## config.mk

```make
export PLATFORM = sky130hd
export DESIGN_NAME = bps_ctrl
export DESIGN_NICKNAME = d
export VERILOG_FILES = /design/src/sv/bps_pkg.sv /design/src/sv/bps_ctrl.sv
export SDC_FILE = /design/constraint.sdc
export NUM_CORES = 1
export LEC_CHECK = 0
export ABC_AREA = 1
export CORE_AREA = 4 4 74 76
export CTS_BUF_LIST = sky130_fd_sc_hd__clkbuf_16
export DETAILED_ROUTE_END_ITERATION = 6
export DIE_AREA = 0 0 78 80
export DONT_BUFFER_PORTS = 1
export GPL_ROUTABILITY_DRIVEN = 0
export HOLD_SLACK_MARGIN = 0.08
export SKIP_LAST_GASP = 1
export SYNTH_ARGS = -nofsm -noshare
export SYNTH_HDL_FRONTEND = slang
export SYNTH_SLANG_ARGS = --single-unit
```

## constraint.sdc

```tcl
create_clock -name aclk -period 1.5 [get_ports aclk]
set_input_delay 0.075 -clock aclk [delete_from_list [all_inputs] [get_ports aclk]]
set_output_delay 0.075 -clock aclk [all_outputs]
set_load 0.005 [all_outputs]
```

## src/sv/bps_pkg.sv

```systemverilog
`timescale 1ns / 1ps
// Package of the ballistic pitch solver: fixed-point constants, the CORDIC
// arctangent table and the command and status types between controller and datapath.
// No dependencies.
package bps_pkg;

    localparam int FRAC_BITS   = 16;
    localparam int CORDIC_N    = 30;
    localparam int DIV_N       = 39;
    localparam int TOL         = ((1 << FRAC_BITS) + 50) / 100;
    localparam int HALF_PI     = 102944;
    localparam int CORDIC_GAIN = 652032874;

    localparam logic [5:0] CORDIC_LAST = 6'(CORDIC_N - 1);
    localparam logic [5:0] DIV_LAST    = 6'(DIV_N - 1);

    localparam logic REG_SPEED   = 1'b0;
    localparam logic REG_GRAVITY = 1'b1;

    localparam logic [22:0] SPEED_RESET   = 23'd1835008;
    localparam logic [20:0] GRAVITY_RESET = 21'd641512;

    localparam logic [31:0] ATAN_Q30 [CORDIC_N] = '{
        32'h3243F6A8, 32'h1DAC6705, 32'h0FADBAFC, 32'h07F56EA6, 32'h03FEAB76,
        32'h01FFD55B, 32'h00FFFAAA, 32'h007FFF55, 32'h003FFFEA, 32'h001FFFFD,
        32'h000FFFFF, 32'h0007FFFF, 32'h0003FFFF, 32'h0001FFFF, 32'h0000FFFF,
        32'h00007FFF, 32'h00003FFF, 32'h00001FFF, 32'h00000FFF, 32'h000007FF,
        32'h000003FF, 32'h000001FF, 32'h000000FF, 32'h0000007F, 32'h0000003F,
        32'h0000001F, 32'h0000000F, 32'h00000007, 32'h00000003, 32'h00000001
    };

    typedef enum logic [4:0] {
        OP_NONE,
        OP_LOAD_IN,
        OP_ATAN_LOAD,
        OP_ATAN_STEP,
        OP_ROT_LOAD,
        OP_ROT_STEP,
        OP_MUL_VCOS,
        OP_MUL_VSIN,
        OP_DIV_LOAD,
        OP_DIV_STEP,
        OP_DIV_DONE,
        OP_MUL_TT,
        OP_MUL_RISE,
        OP_FALL_HI,
        OP_FALL_LO,
        OP_ERR,
        OP_OUT,
        OP_OUT_BAD
    } dp_op_t;

    typedef enum logic [4:0] {
        ST_IDLE,
        ST_CHECK,
        ST_ATAN_LOAD,
        ST_ATAN_ITER,
        ST_ROT_LOAD,
        ST_ROT_ITER,
        ST_MUL_VCOS,
        ST_MUL_VSIN,
        ST_DIV_LOAD,
        ST_DIV_ITER,
        ST_DIV_DONE,
        ST_MUL_TT,
        ST_MUL_RISE,
        ST_FALL_HI,
        ST_FALL_LO,
        ST_ERR,
        ST_DECIDE,
        ST_OUT,
        ST_OUT_BAD
    } state_t;

    typedef struct packed {
        dp_op_t     op;
        logic [5:0] step;
        logic [3:0] passes;
        logic       conv;
    } cmd_t;

    typedef struct packed {
        logic dist_bad;
        logic err_small;
        logic out_free;
    } status_t;

endpackage

```

## src/sv/bps_ctrl.sv

```systemverilog
`timescale 1ns / 1ps
// Controller of the ballistic pitch solver: sequences the correction passes
// and issues datapath commands. Depends on bps_pkg.
module bps_ctrl #(
    parameter int MAX_PASSES = 10
) (
    input  logic             aclk,
    input  logic             aresetn,
    input  logic             s_tvalid,
    output logic             s_tready,
    input  bps_pkg::status_t status,
    output bps_pkg::cmd_t    cmd
);

    localparam int PASS_W = $clog2(MAX_PASSES + 1);

    bps_pkg::state_t    state_reg, state_next;
    logic [5:0]         cnt_reg, cnt_next;
    logic [PASS_W-1:0]  pass_reg, pass_next;
    logic               conv_reg, conv_next;

    always_ff @(posedge aclk) begin
        if (!aresetn) begin
            state_reg <= bps_pkg::ST_IDLE;
            cnt_reg   <= '0;
            pass_reg  <= '0;
            conv_reg  <= 1'b0;
        end else begin
            state_reg <= state_next;
            cnt_reg   <= cnt_next;
            pass_reg  <= pass_next;
            conv_reg  <= conv_next;
        end
    end

    always_comb begin
        state_next = state_reg;
        unique case (state_reg)
            bps_pkg::ST_IDLE:      if (s_tvalid) state_next = bps_pkg::ST_CHECK;
            bps_pkg::ST_CHECK:     state_next = status.dist_bad ? bps_pkg::ST_OUT_BAD
                                                                : bps_pkg::ST_ATAN_LOAD;
            bps_pkg::ST_ATAN_LOAD: state_next = bps_pkg::ST_ATAN_ITER;
            bps_pkg::ST_ATAN_ITER: if (cnt_reg == bps_pkg::CORDIC_LAST) begin
                state_next = bps_pkg::ST_ROT_LOAD;
            end
            bps_pkg::ST_ROT_LOAD:  state_next = bps_pkg::ST_ROT_ITER;
            bps_pkg::ST_ROT_ITER:  if (cnt_reg == bps_pkg::CORDIC_LAST) begin
                state_next = bps_pkg::ST_MUL_VCOS;
            end
            bps_pkg::ST_MUL_VCOS:  state_next = bps_pkg::ST_MUL_VSIN;
            bps_pkg::ST_MUL_VSIN:  state_next = bps_pkg::ST_DIV_LOAD;
            bps_pkg::ST_DIV_LOAD:  state_next = bps_pkg::ST_DIV_ITER;
            bps_pkg::ST_DIV_ITER:  if (cnt_reg == bps_pkg::DIV_LAST) begin
                state_next = bps_pkg::ST_DIV_DONE;
            end
            bps_pkg::ST_DIV_DONE:  state_next = bps_pkg::ST_MUL_TT;
            bps_pkg::ST_MUL_TT:    state_next = bps_pkg::ST_MUL_RISE;
            bps_pkg::ST_MUL_RISE:  state_next = bps_pkg::ST_FALL_HI;
            bps_pkg::ST_FALL_HI:   state_next = bps_pkg::ST_FALL_LO;
            bps_pkg::ST_FALL_LO:   state_next = bps_pkg::ST_ERR;
            bps_pkg::ST_ERR:       state_next = bps_pkg::ST_DECIDE;
            bps_pkg::ST_DECIDE: begin
                if (status.err_small || pass_reg == PASS_W'(MAX_PASSES)) begin
                    state_next = bps_pkg::ST_OUT;
                end else begin
                    state_next = bps_pkg::ST_ATAN_LOAD;
                end
            end
            bps_pkg::ST_OUT:       if (status.out_free) state_next = bps_pkg::ST_IDLE;
            bps_pkg::ST_OUT_BAD:   if (status.out_free) state_next = bps_pkg::ST_IDLE;
            default:               state_next = bps_pkg::ST_IDLE;
        endcase
    end

    always_comb begin
        cnt_next  = cnt_reg;
        pass_next = pass_reg;
        conv_next = conv_reg;
        unique case (state_reg)
            bps_pkg::ST_CHECK: begin
                pass_next = '0;
                conv_next = 1'b0;
            end
            bps_pkg::ST_ATAN_LOAD, bps_pkg::ST_ROT_LOAD, bps_pkg::ST_DIV_LOAD: begin
                cnt_next = '0;
            end
            bps_pkg::ST_ATAN_ITER, bps_pkg::ST_ROT_ITER, bps_pkg::ST_DIV_ITER: begin
                cnt_next = cnt_reg + 6'd1;
            end
            bps_pkg::ST_ERR:    pass_next = pass_reg + PASS_W'(1);
            bps_pkg::ST_DECIDE: conv_next = status.err_small;
            default: ;
        endcase
    end

    always_comb begin
        s_tready   = 1'b0;
        cmd.op     = bps_pkg::OP_NONE;
        cmd.step   = cnt_reg;
        cmd.conv   = conv_reg;
        cmd.passes = (32'(pass_reg) > 32'd15) ? 4'hF : 4'(pass_reg);
        unique case (state_reg)
            bps_pkg::ST_IDLE: begin
                s_tready = 1'b1;
                if (s_tvalid) cmd.op = bps_pkg::OP_LOAD_IN;
            end
            bps_pkg::ST_ATAN_LOAD: cmd.op = bps_pkg::OP_ATAN_LOAD;
            bps_pkg::ST_ATAN_ITER: cmd.op = bps_pkg::OP_ATAN_STEP;
            bps_pkg::ST_ROT_LOAD:  cmd.op = bps_pkg::OP_ROT_LOAD;
            bps_pkg::ST_ROT_ITER:  cmd.op = bps_pkg::OP_ROT_STEP;
            bps_pkg::ST_MUL_VCOS:  cmd.op = bps_pkg::OP_MUL_VCOS;
            bps_pkg::ST_MUL_VSIN:  cmd.op = bps_pkg::OP_MUL_VSIN;
            bps_pkg::ST_DIV_LOAD:  cmd.op = bps_pkg::OP_DIV_LOAD;
            bps_pkg::ST_DIV_ITER:  cmd.op = bps_pkg::OP_DIV_STEP;
            bps_pkg::ST_DIV_DONE:  cmd.op = bps_pkg::OP_DIV_DONE;
            bps_pkg::ST_MUL_TT:    cmd.op = bps_pkg::OP_MUL_TT;
            bps_pkg::ST_MUL_RISE:  cmd.op = bps_pkg::OP_MUL_RISE;
            bps_pkg::ST_FALL_HI:   cmd.op = bps_pkg::OP_FALL_HI;
            bps_pkg::ST_FALL_LO:   cmd.op = bps_pkg::OP_FALL_LO;
            bps_pkg::ST_ERR:       cmd.op = bps_pkg::OP_ERR;
            bps_pkg::ST_OUT:       if (status.out_free) cmd.op = bps_pkg::OP_OUT;
            bps_pkg::ST_OUT_BAD:   if (status.out_free) cmd.op = bps_pkg::OP_OUT_BAD;
            default: ;
        endcase
    end

endmodule

```

== After elaboration in Yosys (flattened, before gate mapping) ==
Index checks and enable logic that the tools add are counted.

* Bits in registers: 16
* Input port bits: 6
* Output and inout bits: 17
* Word-level logic and storage cells: 57

* Add/subtract/negate cells: 2
* Equal/unequal tests: 26
* Multiplexer cells: 16
* Reductions and logical operators: 9

{| class="wikitable"
|+ Operators by type and width
! operator !! number
|-
| one-hot mux 5 bit (18 select lines) || 1
|-
| one-hot mux 5 bit (17 select lines) || 1
|-
| 2-to-1 mux 5 bit || 9
|-
| == test 5 x 4 -> 1 bit (second input constant) || 8
|-
| == test 5 x 3 -> 1 bit (second input constant) || 4
|-
| == test 5 bit (second input constant) || 3
|-
| one-hot mux 6 bit (2 select lines) || 1
|-
| == test 5 x 2 -> 1 bit (second input constant) || 2
|-
| inequality test 2 bit (second input constant) || 4
|-
| one-hot mux 4 bit (2 select lines) || 1
|-
| adder 6 x 1 -> 6 bit (second input constant) || 1
|-
| == test 6 x 5 -> 1 bit (second input constant) || 1
|-
| == test 6 bit (second input constant) || 1
|-
| nonzero test 2 bit || 3
|-
| OR reduction 3 bit || 2
|-
| == test 5 x 1 -> 1 bit (second input constant) || 1
|-
| logical NOT 5 bit || 1
|-
| AND reduction 5 bit || 1
|-
| adder 4 x 1 -> 4 bit (second input constant) || 1
|-
| == test 4 bit (second input constant) || 1
|-
| 2-to-1 mux 1 bit || 2
|-
| inequality test 2 x 1 -> 1 bit (second input constant) || 1
|-
| one-hot mux 1 bit (2 select lines) || 1
|-
| OR reduction 2 bit || 1
|-
| logical OR 1 bit || 1
|}

== Depth between registers and ports, before layout ==
* Depth after elaboration: 4
* Depth in mapped cells: 10
* Depth with buffers taken out: 10

== Worst setup path after synthesis ==
No wires, ideal clock.

* Path type: flip-flop to flip-flop
* Start: register state_reg[0]
* End: register cnt_reg[1]
* Setup time: 69 ps
* Data arrival time: 1161 ps
* Slack: 270 ps
* Stages on the path, launching flop included: 8
* Buffers on the path: 0
* Clock period less this slack: 1230 ps
* Cell sequence: dfxtp_1 nand3_4 nor2_4 inv_2 nand2_1 nor2_1 or2_1 a21oi_2

* Cells in the longest elaborated chain, start to end: 3
* Elaborated cells between the ends (all ways): 10
* Classes of those cells: eq/ne (6); mux (1); reduce/logical (3)

{| class="wikitable"
|+ RTL lines
! what !! line !! RTL
|-
| start, declared || bps_ctrl.sv:17 || <nowiki>bps_pkg::state_t state_reg, state_next;</nowiki>
|-
| start signal, assigned || bps_ctrl.sv:24 || <nowiki>state_reg <= bps_pkg::ST_IDLE;</nowiki>
|-
| start signal, assigned || bps_ctrl.sv:29 || <nowiki>state_reg <= state_next;</nowiki>
|-
| == test 5 x 4 -> 1 bit (tied with other cells) || bps_ctrl.sv:79 || <nowiki>unique case (state_reg)</nowiki>
|-
| OR reduction 3 bit || bps_ctrl.sv:79 ||
|-
| one-hot mux 6 bit (2 select lines) / nonzero test 2 bit (equally long branches) || - ||
|-
| end signal, assigned || bps_ctrl.sv:30 || <nowiki>cnt_reg <= cnt_next;</nowiki>
|-
| end, declared || bps_ctrl.sv:18 || <nowiki>logic [5:0] cnt_reg, cnt_next;</nowiki>
|}

Parallel ways exist; a longest one is shown, timed or not.
A chain may end at the register's enable or synchronous reset.

==> flow_metrics.tcl <==
set metrics [dict create \
    status "finished, final reports clean" \
    synth.avg_cell_area_um2 6.46 \
    clk_pin_slew_worst_paths_ns 0.05 \
    root_buffer "clkbuf_16" \
    fillers 533 \
    grt_overflow 0 \
    yosysTopAreaCell "dfxtp_1" \
    clock_path_buffers 2 \
    critPathLaunch "state_reg[0]$_SDFFE_PN0P_" \
    final_net_count 205 \
    period_share 0.977 \
    ant_nets 0 \
    initial_core_util 0.246 \
    syn_nets 191 \
    wl_per_cell_um 11.6 \
    grt_max_degree 11 \
    via_count 1149 \
    antenna_found_initial 0 \
    worstSetupPathType "reg -> out" \
    largest_register_ffs 6 \
    synth_top_area_frac 0.276 \
    synthFlopType "dfxtp_1" \
    hp-class "in -> reg" \
    p_int_uw 1140 \
    crit_required_ns 1.42 \
    fin_area_um2 1420 \
    cp_max_fo 4 \
    post-place-ws_ns 0.0531 \
    coreArea_um2 4720 \
    ys_ff_latch 16 \
    leakage_uw 0.000578 \
    grt_usage 0.104 \
    setup_viol 0 \
    pin_count 23 \
    area_growth_pct 21.7 \
    layout_min_cycle_time_ns 1.47 \
    ys_warn_count 0 \
    grt_pass1_vias 1112 \
    seq_power_share 0.286 \
    power_density_nw_per_um2 1390 \
    antenna_cells 0 \
    critPathCaptureType "output pin" \
    startpoint_type "register" \
    maxCapViolations 0 \
    grt_pass1_wl_um 5230 \
    clock-skew-final_ns 0.00364 \
    initialDrtViolationCount 64 \
    dp_cells 252 \
    syn_area_um2 1160 \
    worst_pin_slew_ns 0.332 \
    synthArstFlopShare 0 \
    synth_cell_types 30 \
    row_count 25 \
    cts_made_buffers 3 \
    drive_gt1_frac 0.203 \
    p_sw_uw 826 \
    remaining_drc_errors 0 \
    synth_cells 180 \
    p_clk_frac 0.261 \
    cts_tree "built" \
    vdd_ir_drop_max_mv 0.395 \
    wl_um 3010 \
    synth_edf_count 0 \
    min_from "aresetn" \
    maxSlewViolCount 0 \
    port_buffers 0 \
    combinationalPowerShare 0.453 \
    ys_seq_area_frac 0.276 \
    rsz0062_at_grt "yes" \
    hold_viol 0 \
    clk_latency_ns 0.25 \
    max_freq_mhz 682 \
    r2r_start "state_reg[0]$_SDFFE_PN0P_" \
    fp.dieW_um 78 \
    cts_max_level 1 \
    slew_headroom 0.777 \
    dieArea_um2 6240 \
    p_sw_frac 0.421 \
    vias_per_cell 4.44 \
    clkSinkCount 16 \
    layout_setup_ws_ns 0.0345 \
    dp_hpwl_um 2380 \
    placed_area_um2 1280 \
    synth.area.top_cells "dfxtp_1 (28%), nand2_1 (10%), nor2_1 (9.0%)" \
    crit_arrival_ns 1.39 \
    dr.pass1.iters 4 \
    fin_cells 259 \
    fp.dieH_um 80 \
    post-route-util 0.300 \
]
==> placed cells by master, fill, tap and decap left out, types with 2 or more instances in the layout <==
master and n:
dlygate4sd3_1 3, o21ai_0 7, nor2_2 5, buf_4 7, nand3_1 13, inv_2 5, nand2_1 32, nand4_1 2
a31oi_1 2, a21oi_1 11, nor2_1 26, nand3_2 2, nand2_2 2, nor2_4 6, o21ai_1 4, nor3_1 4
ha_1 5, dfxtp_2 5, inv_1 24, dfxtp_1 11, clkbuf_16 3
==> cells by family after synthesis <==
| family | Yosys count | synth area share |
|---|---|---|
| flip-flops | 16 | 0.276 |
| AND/OR/NAND/NOR | 96 | 0.411 |
| adder cells (fa/ha/maj) | 5 | 0.0538 |
| AO/OA/AOI/OAI | 30 | 0.145 |
| buffers and inverters | 32 | 0.107 |
| XOR/XNOR | 1 | 0.00754 |
==> power groups by stage <==
stage	clock network (µW)	registers [µW]	logic, µW
floorplan	0	555	657
global placement	0	559	873
detailed placement	0	560	863
CTS	534	557	883
global route	553	573	1010
finish	513	561	889
==> worst max-delay path: stages (launching register included) <==
cell and delay (ns):
dfxtp_2 0.33, buf_4 0.15, nand3_2 0.12, inv_1 0.07, nand2_1 0.06, nand2_1 0.06, nor2_2 0.17, o2111ai_1 0.19
==> per-stage QoR <==
stage                     TNS, ns  hold slack [ns]  total power (µW)
after floorplan                 0            0.195              1210
after CTS                       0            0.101              1970
after global routing      -0.0529            0.116              2140
after global placement          0            0.201              1430
after detailed placement        0            0.212              1420
final                           0            0.108              1960
==> final timing paths <==
kind,end,slack (ns),depth (start not counted)
max,cmd[11],0.03,7
min,cnt_reg[1]$_SDFFE_PN0P_,0.11,2
max reg2reg,cnt_reg[1]$_SDFFE_PN0P_,0.11,8
min reg2reg,conv_reg$_SDFFE_PN0P_,0.48,2
==> cells in the mapped netlist (2+ instances only) <==
library cell and number:
nand3_1 13, inv_2 6, o21ai_0 7, nor2_1 28, nor2_4 5, dfxtp_1 16
a21oi_1 11, nor2_2 4, nand2_2 2, ha_1 5, nand2_1 32, a31oi_1 2
nand3_2 2, nor3_1 4, o21ai_1 4, inv_1 24, nand4_1 2
==> layout make-up <==
type                       instances  area (µm²)  area share
tap                               67        83.8      0.0592
inverter                          31         119      0.0840
multi-input combinational        132         728       0.515
timing repair buffer              10        82.6      0.0584
clock buffer                       3        75.1      0.0531
sequential                        16         327       0.231
==> repair_timing <==
item                                   4_1_cts  5_1_grt
endpoints found under the hold margin        8        0
pin swaps                                    0        1
hold buffers                                 3        0
setup endpoints to repair                    1        9
buffers inserted                             0        1
resized for setup                            4        5
cloned                                       0        0
==> layer usage <==
layer / track usage / wire [µm] / vias up / share of wire
met5: 0 / 0 / - / 0
met4: 0.0262 / 16 / 0 / 0.0053
met3: 0.0350 / 218 / 2 / 0.072
met2: 0.171 / 1380 / 33 / 0.46
met1: 0.131 / 1390 / 503 / 0.46
li1: - / - / 611 / -
Power figures use the tool's default switching activity.
